File: src/bb3_pkg.sv
`default_nettype none
package bb3_pkg;

   localparam int MAX_WIDTH  = 1024;
   localparam int MAX_HEIGHT = 4096;
   // Pixel window: two rows plus a few pixels, kept as one circular store.
   localparam int WIN_SIZE   = 2 * MAX_WIDTH + 4;

   localparam int PTR_W = $clog2(WIN_SIZE);
   localparam int CNT_W = $clog2(MAX_WIDTH * MAX_HEIGHT + 1);
   localparam int COL_W = $clog2(MAX_WIDTH);
   localparam int ROW_W = $clog2(MAX_HEIGHT);
   localparam int WID_W = 11;
   localparam int HGT_W = 13;
   localparam int CSR_W = 13;
   localparam int SUM_W = 12;
   localparam int NUM_W = 13;
   localparam int DEN_W = 5;

   localparam logic [WID_W-1:0] WIDTH_RESET  = WID_W'(1024);
   localparam logic [HGT_W-1:0] HEIGHT_RESET = HGT_W'(768);

   localparam logic REG_FRAME_WIDTH  = 1'b0;
   localparam logic REG_FRAME_HEIGHT = 1'b1;

   typedef struct packed {
      logic [7:0] red;
      logic [7:0] green;
      logic [7:0] blue;
   } pixel_type;

   typedef struct packed {
      logic       accept;
      logic       store;
      logic       acc_clr;
      logic       rd_en;
      logic [1:0] srow;
      logic [1:0] scol;
      logic       div_init;
      logic       div_step;
      logic [2:0] step;
      logic       emit;
   } cmd_type;

   typedef struct packed {
      logic pixel_ok;
      logic drain_idle;
      logic emit_ok;
      logic rsp_free;
   } sts_type;

endpackage
`default_nettype wire

File: src/bb3_ctrl.sv
`default_nettype none
module bb3_ctrl (
   input  wire logic             clock,
   input  wire logic             reset,
   input  wire logic             req_valid,
   output logic                  req_ready,
   input  wire bb3_pkg::sts_type sts,
   output bb3_pkg::cmd_type      cmd
);

   typedef enum logic [2:0] {
      IDLE, STORE, CHECK, GATHER, GLAST, DIV_LOAD, DIVIDE, EMIT
   } state_type;

   state_type  state_ff, state_in;
   logic [1:0] srow_ff, srow_in;
   logic [1:0] scol_ff, scol_in;
   logic [2:0] step_ff, step_in;

   assign req_ready = (state_ff == IDLE);

   always_comb begin
      state_in = state_ff;
      srow_in  = srow_ff;
      scol_in  = scol_ff;
      step_in  = step_ff;
      cmd      = '0;
      cmd.srow = srow_ff;
      cmd.scol = scol_ff;
      cmd.step = step_ff;
      unique case (state_ff)
         IDLE: begin
            cmd.accept = req_valid;
            if (req_valid) state_in = STORE;
         end
         STORE: begin
            cmd.store = sts.pixel_ok;
            state_in  = sts.drain_idle ? IDLE : CHECK;
         end
         CHECK: begin
            if (sts.emit_ok) begin
               cmd.acc_clr = 1'b1;
               srow_in     = 2'd0;
               scol_in     = 2'd0;
               state_in    = GATHER;
            end else begin
               state_in = IDLE;
            end
         end
         GATHER: begin
            cmd.rd_en = 1'b1;
            if (scol_ff == 2'd2) begin
               scol_in = 2'd0;
               srow_in = srow_ff + 2'd1;
               if (srow_ff == 2'd2) state_in = GLAST;
            end else begin
               scol_in = scol_ff + 2'd1;
            end
         end
         GLAST: state_in = DIV_LOAD;
         DIV_LOAD: begin
            cmd.div_init = 1'b1;
            step_in      = 3'd7;
            state_in     = DIVIDE;
         end
         DIVIDE: begin
            cmd.div_step = 1'b1;
            step_in      = step_ff - 3'd1;
            if (step_ff == 3'd0) state_in = EMIT;
         end
         EMIT: begin
            if (sts.rsp_free) begin
               cmd.emit = 1'b1;
               state_in = IDLE;
            end
         end
         default: state_in = IDLE;
      endcase
   end

   always_ff @(posedge clock) begin
      if (reset) begin
         state_ff <= IDLE;
         srow_ff  <= 2'd0;
         scol_ff  <= 2'd0;
         step_ff  <= 3'd0;
      end else begin
         state_ff <= state_in;
         srow_ff  <= srow_in;
         scol_ff  <= scol_in;
         step_ff  <= step_in;
      end
   end

endmodule
`default_nettype wire

File: config.mk
export PLATFORM = sky130hd
export DESIGN_NAME = bb3_ctrl
export DESIGN_NICKNAME = d
export VERILOG_FILES = /design/src/bb3_pkg.sv /design/src/bb3_ctrl.sv
export SDC_FILE = /design/constraint.sdc
export NUM_CORES = 1
export LEC_CHECK = 0
export BUFFER_PORTS_ARGS = -buffer_cell sky130_fd_sc_hd__buf_2
export CELL_PAD_IN_SITES_DETAIL_PLACEMENT = 1
export CELL_PAD_IN_SITES_GLOBAL_PLACEMENT = 2
export CORE_MARGIN = 1.5
export CORE_UTILIZATION = 25
export DETAILED_ROUTE_END_ITERATION = 10
export GPL_TIMING_DRIVEN = 0
export MAX_ROUTING_LAYER = met4
export PLACE_DENSITY_LB_ADDON = 0.1
export RECOVER_POWER = 100
export SLEW_MARGIN = 5
export SYNTH_ARGS = -nofsm -noshare
export SYNTH_HDL_FRONTEND = slang
export SYNTH_SLANG_ARGS = --single-unit
File: constraint.sdc
create_clock -name clock -period 1.75 [get_ports clock]
set_clock_uncertainty 0.1 [all_clocks]
set_input_delay 0.35 -clock clock [delete_from_list [all_inputs] [get_ports clock]]
set_output_delay 0.35 -clock clock [all_outputs]
set_load 0.05 [all_outputs]
==> results of run 1 <==
[synthesized netlist by cell type (2+ instances only)]
master,count
nand3_1,2
nor2_1,13
inv_1,6
nor3_1,4
and2_1,2
nor2b_1,2
nand2_1,5
o21ai_0,3
buf_2,2
ha_1,3
and3b_1,2
dfxtp_1,10
a21oi_1,4
a211oi_1,5
nand2b_1,3
o211ai_1,2
[per-stage QoR]
stage          power, mW  TNS (ps)  utilization, %  instances
2_1_floorplan      0.292     -87.3               -         79
3_3_place_gp       0.315         0            34.1        128
3_5_place_dp       0.315         0            34.1        128
4_1_cts            0.488         0            37.4        131
5_1_grt            0.510     -4.98            38.2        132
6_report           0.482         0            38.2        132
[final cells by class]
class	instances	area, um^2	area share [%]
Sequential cell	10	206	24.2
Tap cell	28	35.0	4.11
Clock buffer	3	22.5	2.64
Inverter	6	22.5	2.64
Buffer	4	37.5	4.40
Multi-Input combinational cell	59	385	45.2
Timing Repair Buffer	22	144	16.9
[critical path, delay by kind of cell (launching register included)]
family | cells | cell delay (ps)
simple gates | 2 | 350
buf+inv | 2 | 270
flops | 1 | 350
[state kept, by name, indices dropped and copies added (netlist names)]
register  cells
state_ff      3
step_ff       3
scol_ff       2
srow_ff       2
[power by group through the flow]
| stage | clock [mW] | sequential [mW] | combinational, mW |
|---|---|---|---|
| finish | 0.162 | 0.235 | 0.0848 |
| floorplan | 0 | 0.240 | 0.0525 |
| detailed placement | 0 | 0.240 | 0.0748 |
| global route | 0.184 | 0.236 | 0.0908 |
| global placement | 0 | 0.240 | 0.0745 |
| CTS | 0.170 | 0.236 | 0.0825 |
[placed cells by master, fill, tap and decap left out, types with 2 or more instances in the layout]
| master | instances |
|---|---|
| nor2_1 | 11 |
| inv_1 | 6 |
| clkbuf_4 | 4 |
| o211ai_1 | 2 |
| and3b_1 | 2 |
| nand3_1 | 2 |
| a21oi_1 | 4 |
| clkbuf_1 | 6 |
| nor2b_1 | 2 |
| dfxtp_1 | 7 |
| buf_2 | 8 |
| o21ai_0 | 3 |
| nand2_1 | 5 |
| buf_6 | 7 |
| a211oi_1 | 5 |
| nor3_1 | 2 |
| dfxtp_2 | 2 |
| clkbuf_2 | 2 |
| ha_1 | 3 |
| nand2b_1 | 3 |
[final timing paths]
path                            start                       end  slack [ps]  cells past startpoint
min                         req_valid  state_ff[1]$_SDFFE_PP0P_         280                      3
min reg2reg   step_ff[0]$_SDFFE_PP0P_   step_ff[0]$_SDFFE_PP0P_         390                      1
max reg2reg   step_ff[0]$_SDFFE_PP0P_  state_ff[0]$_SDFFE_PP0P_         270                      6
max          state_ff[2]$_SDFFE_PP0P_                   cmd[13]          60                      4
[cells by family (layout without fill, tap and decap cells)]
| family | after synthesis | count (layout) | synth area share (%) |
|---|---|---|---|
| adder cells (fa/ha/maj) | 3 | 3 | 6.25 |
| multiplexers | 1 | 1 | 1.67 |
| flip-flops | 10 | 10 | 33.3 |
| buffers and inverters | 10 | 35 | 7.29 |
| AO/OA/AOI/OAI | 20 | 20 | 22.5 |
| AND/OR/NAND/NOR | 35 | 35 | 29.0 |
[repair_timing]
item,CTS,global route
resized for setup,17,6
buffers inserted,0,1
setup endpoints to repair,7,7
gates cloned,0,0
pin swaps,0,3
[metal layers]
| layer | GRT usage [%] | up-vias | wire (um) |
|---|---|---|---|
| li1 | - | 329 | - |
| met1 | 18.6 | 302 | 779 |
| met2 | 22.2 | 14 | 769 |
| met3 | 2.87 | 2 | 72 |
| met4 | 6.58 | 0 | 14 |
| met5 | - | - | 0 |
==> impl_metrics.yaml, run 1 <==
yosys:
  synthFlopType: "dfxtp_1"
  synth_top_area_share_pct: 33.3
  netlist_top_cells_area: "dfxtp_1 33%, nor2_1 8.1%, a211oi_1 6.3%"
  synthCells: 79
  syn_area_per_cell_um2: 7.60
  synth_seq_cells: 10
  yosysWarnings: 0
  ys_types: 27
  syn_area_um2: 601
  async_reset_ff_share_pct: 0
  ys_seq_area_share_pct: 33.3
  synth_nets: 89
  synth_edf_count: 0
  synth_top_cell_by_area: "dfxtp_1"
worst_hold_path:
  hold_class: "in2reg"
die:
  rows: 17
  die_y_um: 52.0
  top_level_ports: 22
  design.core.area_mm2: 0.00223
  dieArea_mm2: 0.00271
  start_util_pct: 26.9
  fp.dieW_um: 52.0
clock_tree:
  cts-root-buf: "clkbuf_4"
  cts_buffers: 3
  cts_tree: "done"
  clk_latency_ps: 260
  ctsLongestPathBuffers: 2
  clock-sinks: 10
  htree_num_levels: 1
  clkTransAtPathRegs_ps: 70
  hold_buffers: 0
power:
  switching_power_uw: 138
  swShare_pct: 28.7
  power_density_mw_per_mm2: 565
  clock_power_share_pct: 33.6
  comb_power_share_pct: 17.6
  p_int_uw: 343
  p_leak_nw: 0.337
  worst_ir_drop_vdd_uv: 240
  seq_power_share_pct: 48.8
worst_setup_path:
  worstSetupEndpointType: "primary output"
  worst_path_max_delay_cell: "dfxtp_2"
  crit_chain: "buf_6 > nor3_4 > and2_4 > buf_8"
  path_class: "reg2out"
  arrival_ps: 1240
  cp_max_fo: 10
  critPathMaxStageDelay_ps: 350
  critPathRequiredTime_ps: 1300
  worstSetupStartpointType: "flop"
grt:
  gr-total-overflow: 0
  antenna_found_initial: 0
  grt_start_max_net_pins: 11
  grt_first_pass_wirelength_um: 2800
  grt_usage_pct: 14.5
  grt_pass1_vias: 639
route:
  drt_iter0_markers: 5
  wire_per_inst_um: 12.4
  drtPass1Iterations: 2
  drc: 0
  dr_total_vias: 647
  antenna_left: 0
  drt_wl_total_um: 1640
  viasPerCell: 4.90
placed_design:
  dp_hpwl_um: 1250
  place_congestion: 0.693
  post-place-ws_ps: 66.3
  dpl-instance-area_um2: 762
  numPortBuffers: 21
sta:
  fin_hold_ws_ps: 279
  slew_headroom_pct: 60.8
  layout_setup_ws_ps: 58.1
  finalHoldViolCount: 0
  finalCritPeriodShare_pct: 96.7
  fmax_mhz: 591
  worst_pin_slew_ps: 591
  finalMaxSlewViolations: 0
  finalCriticalPeriod_ps: 1690
  rsz0062_at_grt: "yes"
  finalSetupViolCount: 0
cells_and_area:
  diodes: 0
  finalNetCount: 116
  fillers: 297
  area_growth_pct: 42.1
  layout-drive-gt1-share_pct: 29.8
  stdcell_area_um2: 853
run_status:
  outcome: "finished, final reports clean"
flow_run:
  max-cap-violations: 0
No activity file was read; power rests on OpenSTA's default activity.
==> run 2: changes to the inputs <==
--- a/config.mk
+++ b/config.mk
@@ -9,7 +9,8 @@
 export CELL_PAD_IN_SITES_DETAIL_PLACEMENT = 1
 export CELL_PAD_IN_SITES_GLOBAL_PLACEMENT = 2
 export CORE_MARGIN = 1.5
-export CORE_UTILIZATION = 25
+export CORE_UTILIZATION = 27
+export CTS_BUF_LIST = sky130_fd_sc_hd__clkbuf_4 sky130_fd_sc_hd__clkbuf_8
 export DETAILED_ROUTE_END_ITERATION = 10
 export GPL_TIMING_DRIVEN = 0
 export MAX_ROUTING_LAYER = met4
==> run 2 against run 1 <==
Critical path depth is the same. Total power shrank 0.79%. Hold slack gained 9.0 ps. Flip-flop and latch count is the same.
==> impl_metrics.yaml, run 2 (synthesis results as in run 1) <==
run_status:
  outcome: "finished, final reports clean"
placed_design:
  place_congestion: 0.681
  numPortBuffers: 21
  dpl-instance-area_um2: 761
  dp_hpwl_um: 1290
power:
  finalPower_uw: 478
  power_density_mw_per_mm2: 551
  clock_power_share_pct: 32.9
  swShare_pct: 28.3
  p_int_uw: 343
  comb_power_share_pct: 17.8
  seq_power_share_pct: 49.3
  worst_ir_drop_vdd_uv: 402
  switching_power_uw: 135
  p_leak_nw: 0.349
cells_and_area:
  final_common_cell: "nor2_1"
  stdcell_area_um2: 867
  final_cell_mix: "11 x nor2_1, 9 x buf_2, 7 x buf_6, 7 x dfxtp_1"
  utilization_pct: 42.9
  layout-drive-gt1-share_pct: 32.1
  top_regs: "state_ff (3), step_ff (3)"
  area_growth_pct: 44.4
  diodes: 0
  finalNetCount: 118
worst_setup_path:
  path_class: "reg2out"
  critPathRequiredTime_ps: 1300
  path_delay_family: "simple AND/OR/NAND/NOR gates"
  worstSetupEndpointType: "primary output"
  crit_chain: "buf_6 > nor3_4 > and2_4 > buf_8"
  worst_path_max_delay_cell: "dfxtp_2"
  critPathMaxStageDelay_ps: 330
  cp_max_fo: 10
  worst-path-buf-inv: 2
  arrival_ps: 1240
  worstSetupStartpointType: "flop"
  r2r_setup_slack_ps: 220
sta:
  finalCritPeriodShare_pct: 96.7
  rsz0062_at_grt: "yes"
  worst_pin_slew_ps: 590
  fmax_mhz: 591
  finalHoldViolCount: 0
  finalMaxSlewViolations: 0
  tns_ps: 0
  finalCriticalPeriod_ps: 1690
  slew_headroom_pct: 60.9
  finalSetupViolCount: 0
route:
  drt_wl_total_um: 1800
  antenna_left: 0
  drt_iter0_markers: 6
  viasPerCell: 4.95
  dr_total_vias: 658
  drtPass1Iterations: 3
  drc: 0
  wire_per_inst_um: 13.5
clock_tree:
  clk_latency_ps: 260
  clkTransAtPathRegs_ps: 70
  ctsLongestPathBuffers: 2
  cts_buffers: 3
  cts_tree: "done"
  clock-sinks: 10
  htree_num_levels: 1
  cts-root-buf: "clkbuf_4"
die:
  dieArea_mm2: 0.00252
  die_y_um: 50.2
  top_level_ports: 22
  start_util_pct: 29.7
  design.core.area_mm2: 0.00202
  rows: 16
  fp.dieW_um: 50.2
grt:
  antenna_found_initial: 0
  grt_usage_pct: 16.5
  grt_first_pass_wirelength_um: 3150
  grt_start_max_net_pins: 11
  grt_pass1_vias: 657
  gr-total-overflow: 0
flow_run:
  max-cap-violations: 0
worst_hold_path:
  hold_class: "in2reg"
==> run 2: cell types whose count changed in the layout (fill, tap and decap cells not counted) <==
cell / delta
buf_4: +2
buf_2: +1
clkbuf_4: -1
nand2_1: -1
nand2_2: +1
==> run 2: what timing repair did <==
item                       CTS  global route
pin swaps                    0             3
hold endpoints to repair     0             0
setup endpoints to repair    6             7
resized for setup           15             8
setup buffers                0             3
hold buffers                 0             0
==> run 2: cell type report <==
type	instances	area, um^2
Buffer	4	37.5
Clock buffer	3	22.5
Fill cell	270	1150
Inverter	6	22.5
Multi-Input combinational cell	59	388
Sequential cell	10	206
Tap cell	27	33.8
Timing Repair Buffer	24	156
==> run 2: power by group through the flow <==
stage / logic [mW] / clock network [mW] / registers (mW)
after floorplan: 0.0525 / 0 / 0.240
after global placement: 0.0738 / 0 / 0.240
after detailed placement: 0.0743 / 0 / 0.240
after CTS: 0.0805 / 0.162 / 0.235
after global routing: 0.0914 / 0.174 / 0.236
final: 0.0852 / 0.157 / 0.236
==> run 2: path summary, 6_finish.rpt <==
path	start	end	depth (start not counted)
worst max register to register	step_ff[0]$_SDFFE_PP0P_	state_ff[0]$_SDFFE_PP0P_	6
worst max-delay path	state_ff[1]$_SDFFE_PP0P_	cmd[13]	4
worst min-delay path	req_valid	state_ff[1]$_SDFFE_PP0P_	3
worst min register to register	step_ff[0]$_SDFFE_PP0P_	step_ff[0]$_SDFFE_PP0P_	1
==> run 2: per-layer routing <==
metal | track usage (%) | wire (um) | vias to the layer above
met2 | 25.2 | 882 | 11
met5 | - | 0 | -
met3 | 2.08 | 53 | 2
met4 | 5.56 | 14 | 0
met1 | 22.6 | 848 | 312
li1 | - | - | 333
==> run 2: through the flow <==
step / hold slack [ps] / cells / worst slack (ps)
floorplan: 421 / 79 / -37.0
detailed placement: 388 / 127 / 89.8
finish: 288 / 133 / 57.8
global placement: 380 / 127 / 85.9
global route: 296 / 133 / -6.15
CTS: 296 / 130 / 12.7
==> run 2: worst register-to-register path: cells and delay by family (launching register included) <==
kind,cells,cell delay [ps]
AOI/OAI and AO/OA,3,510
adders and majority gates,2,390
DFF,1,370
buffers and inverters,1,60
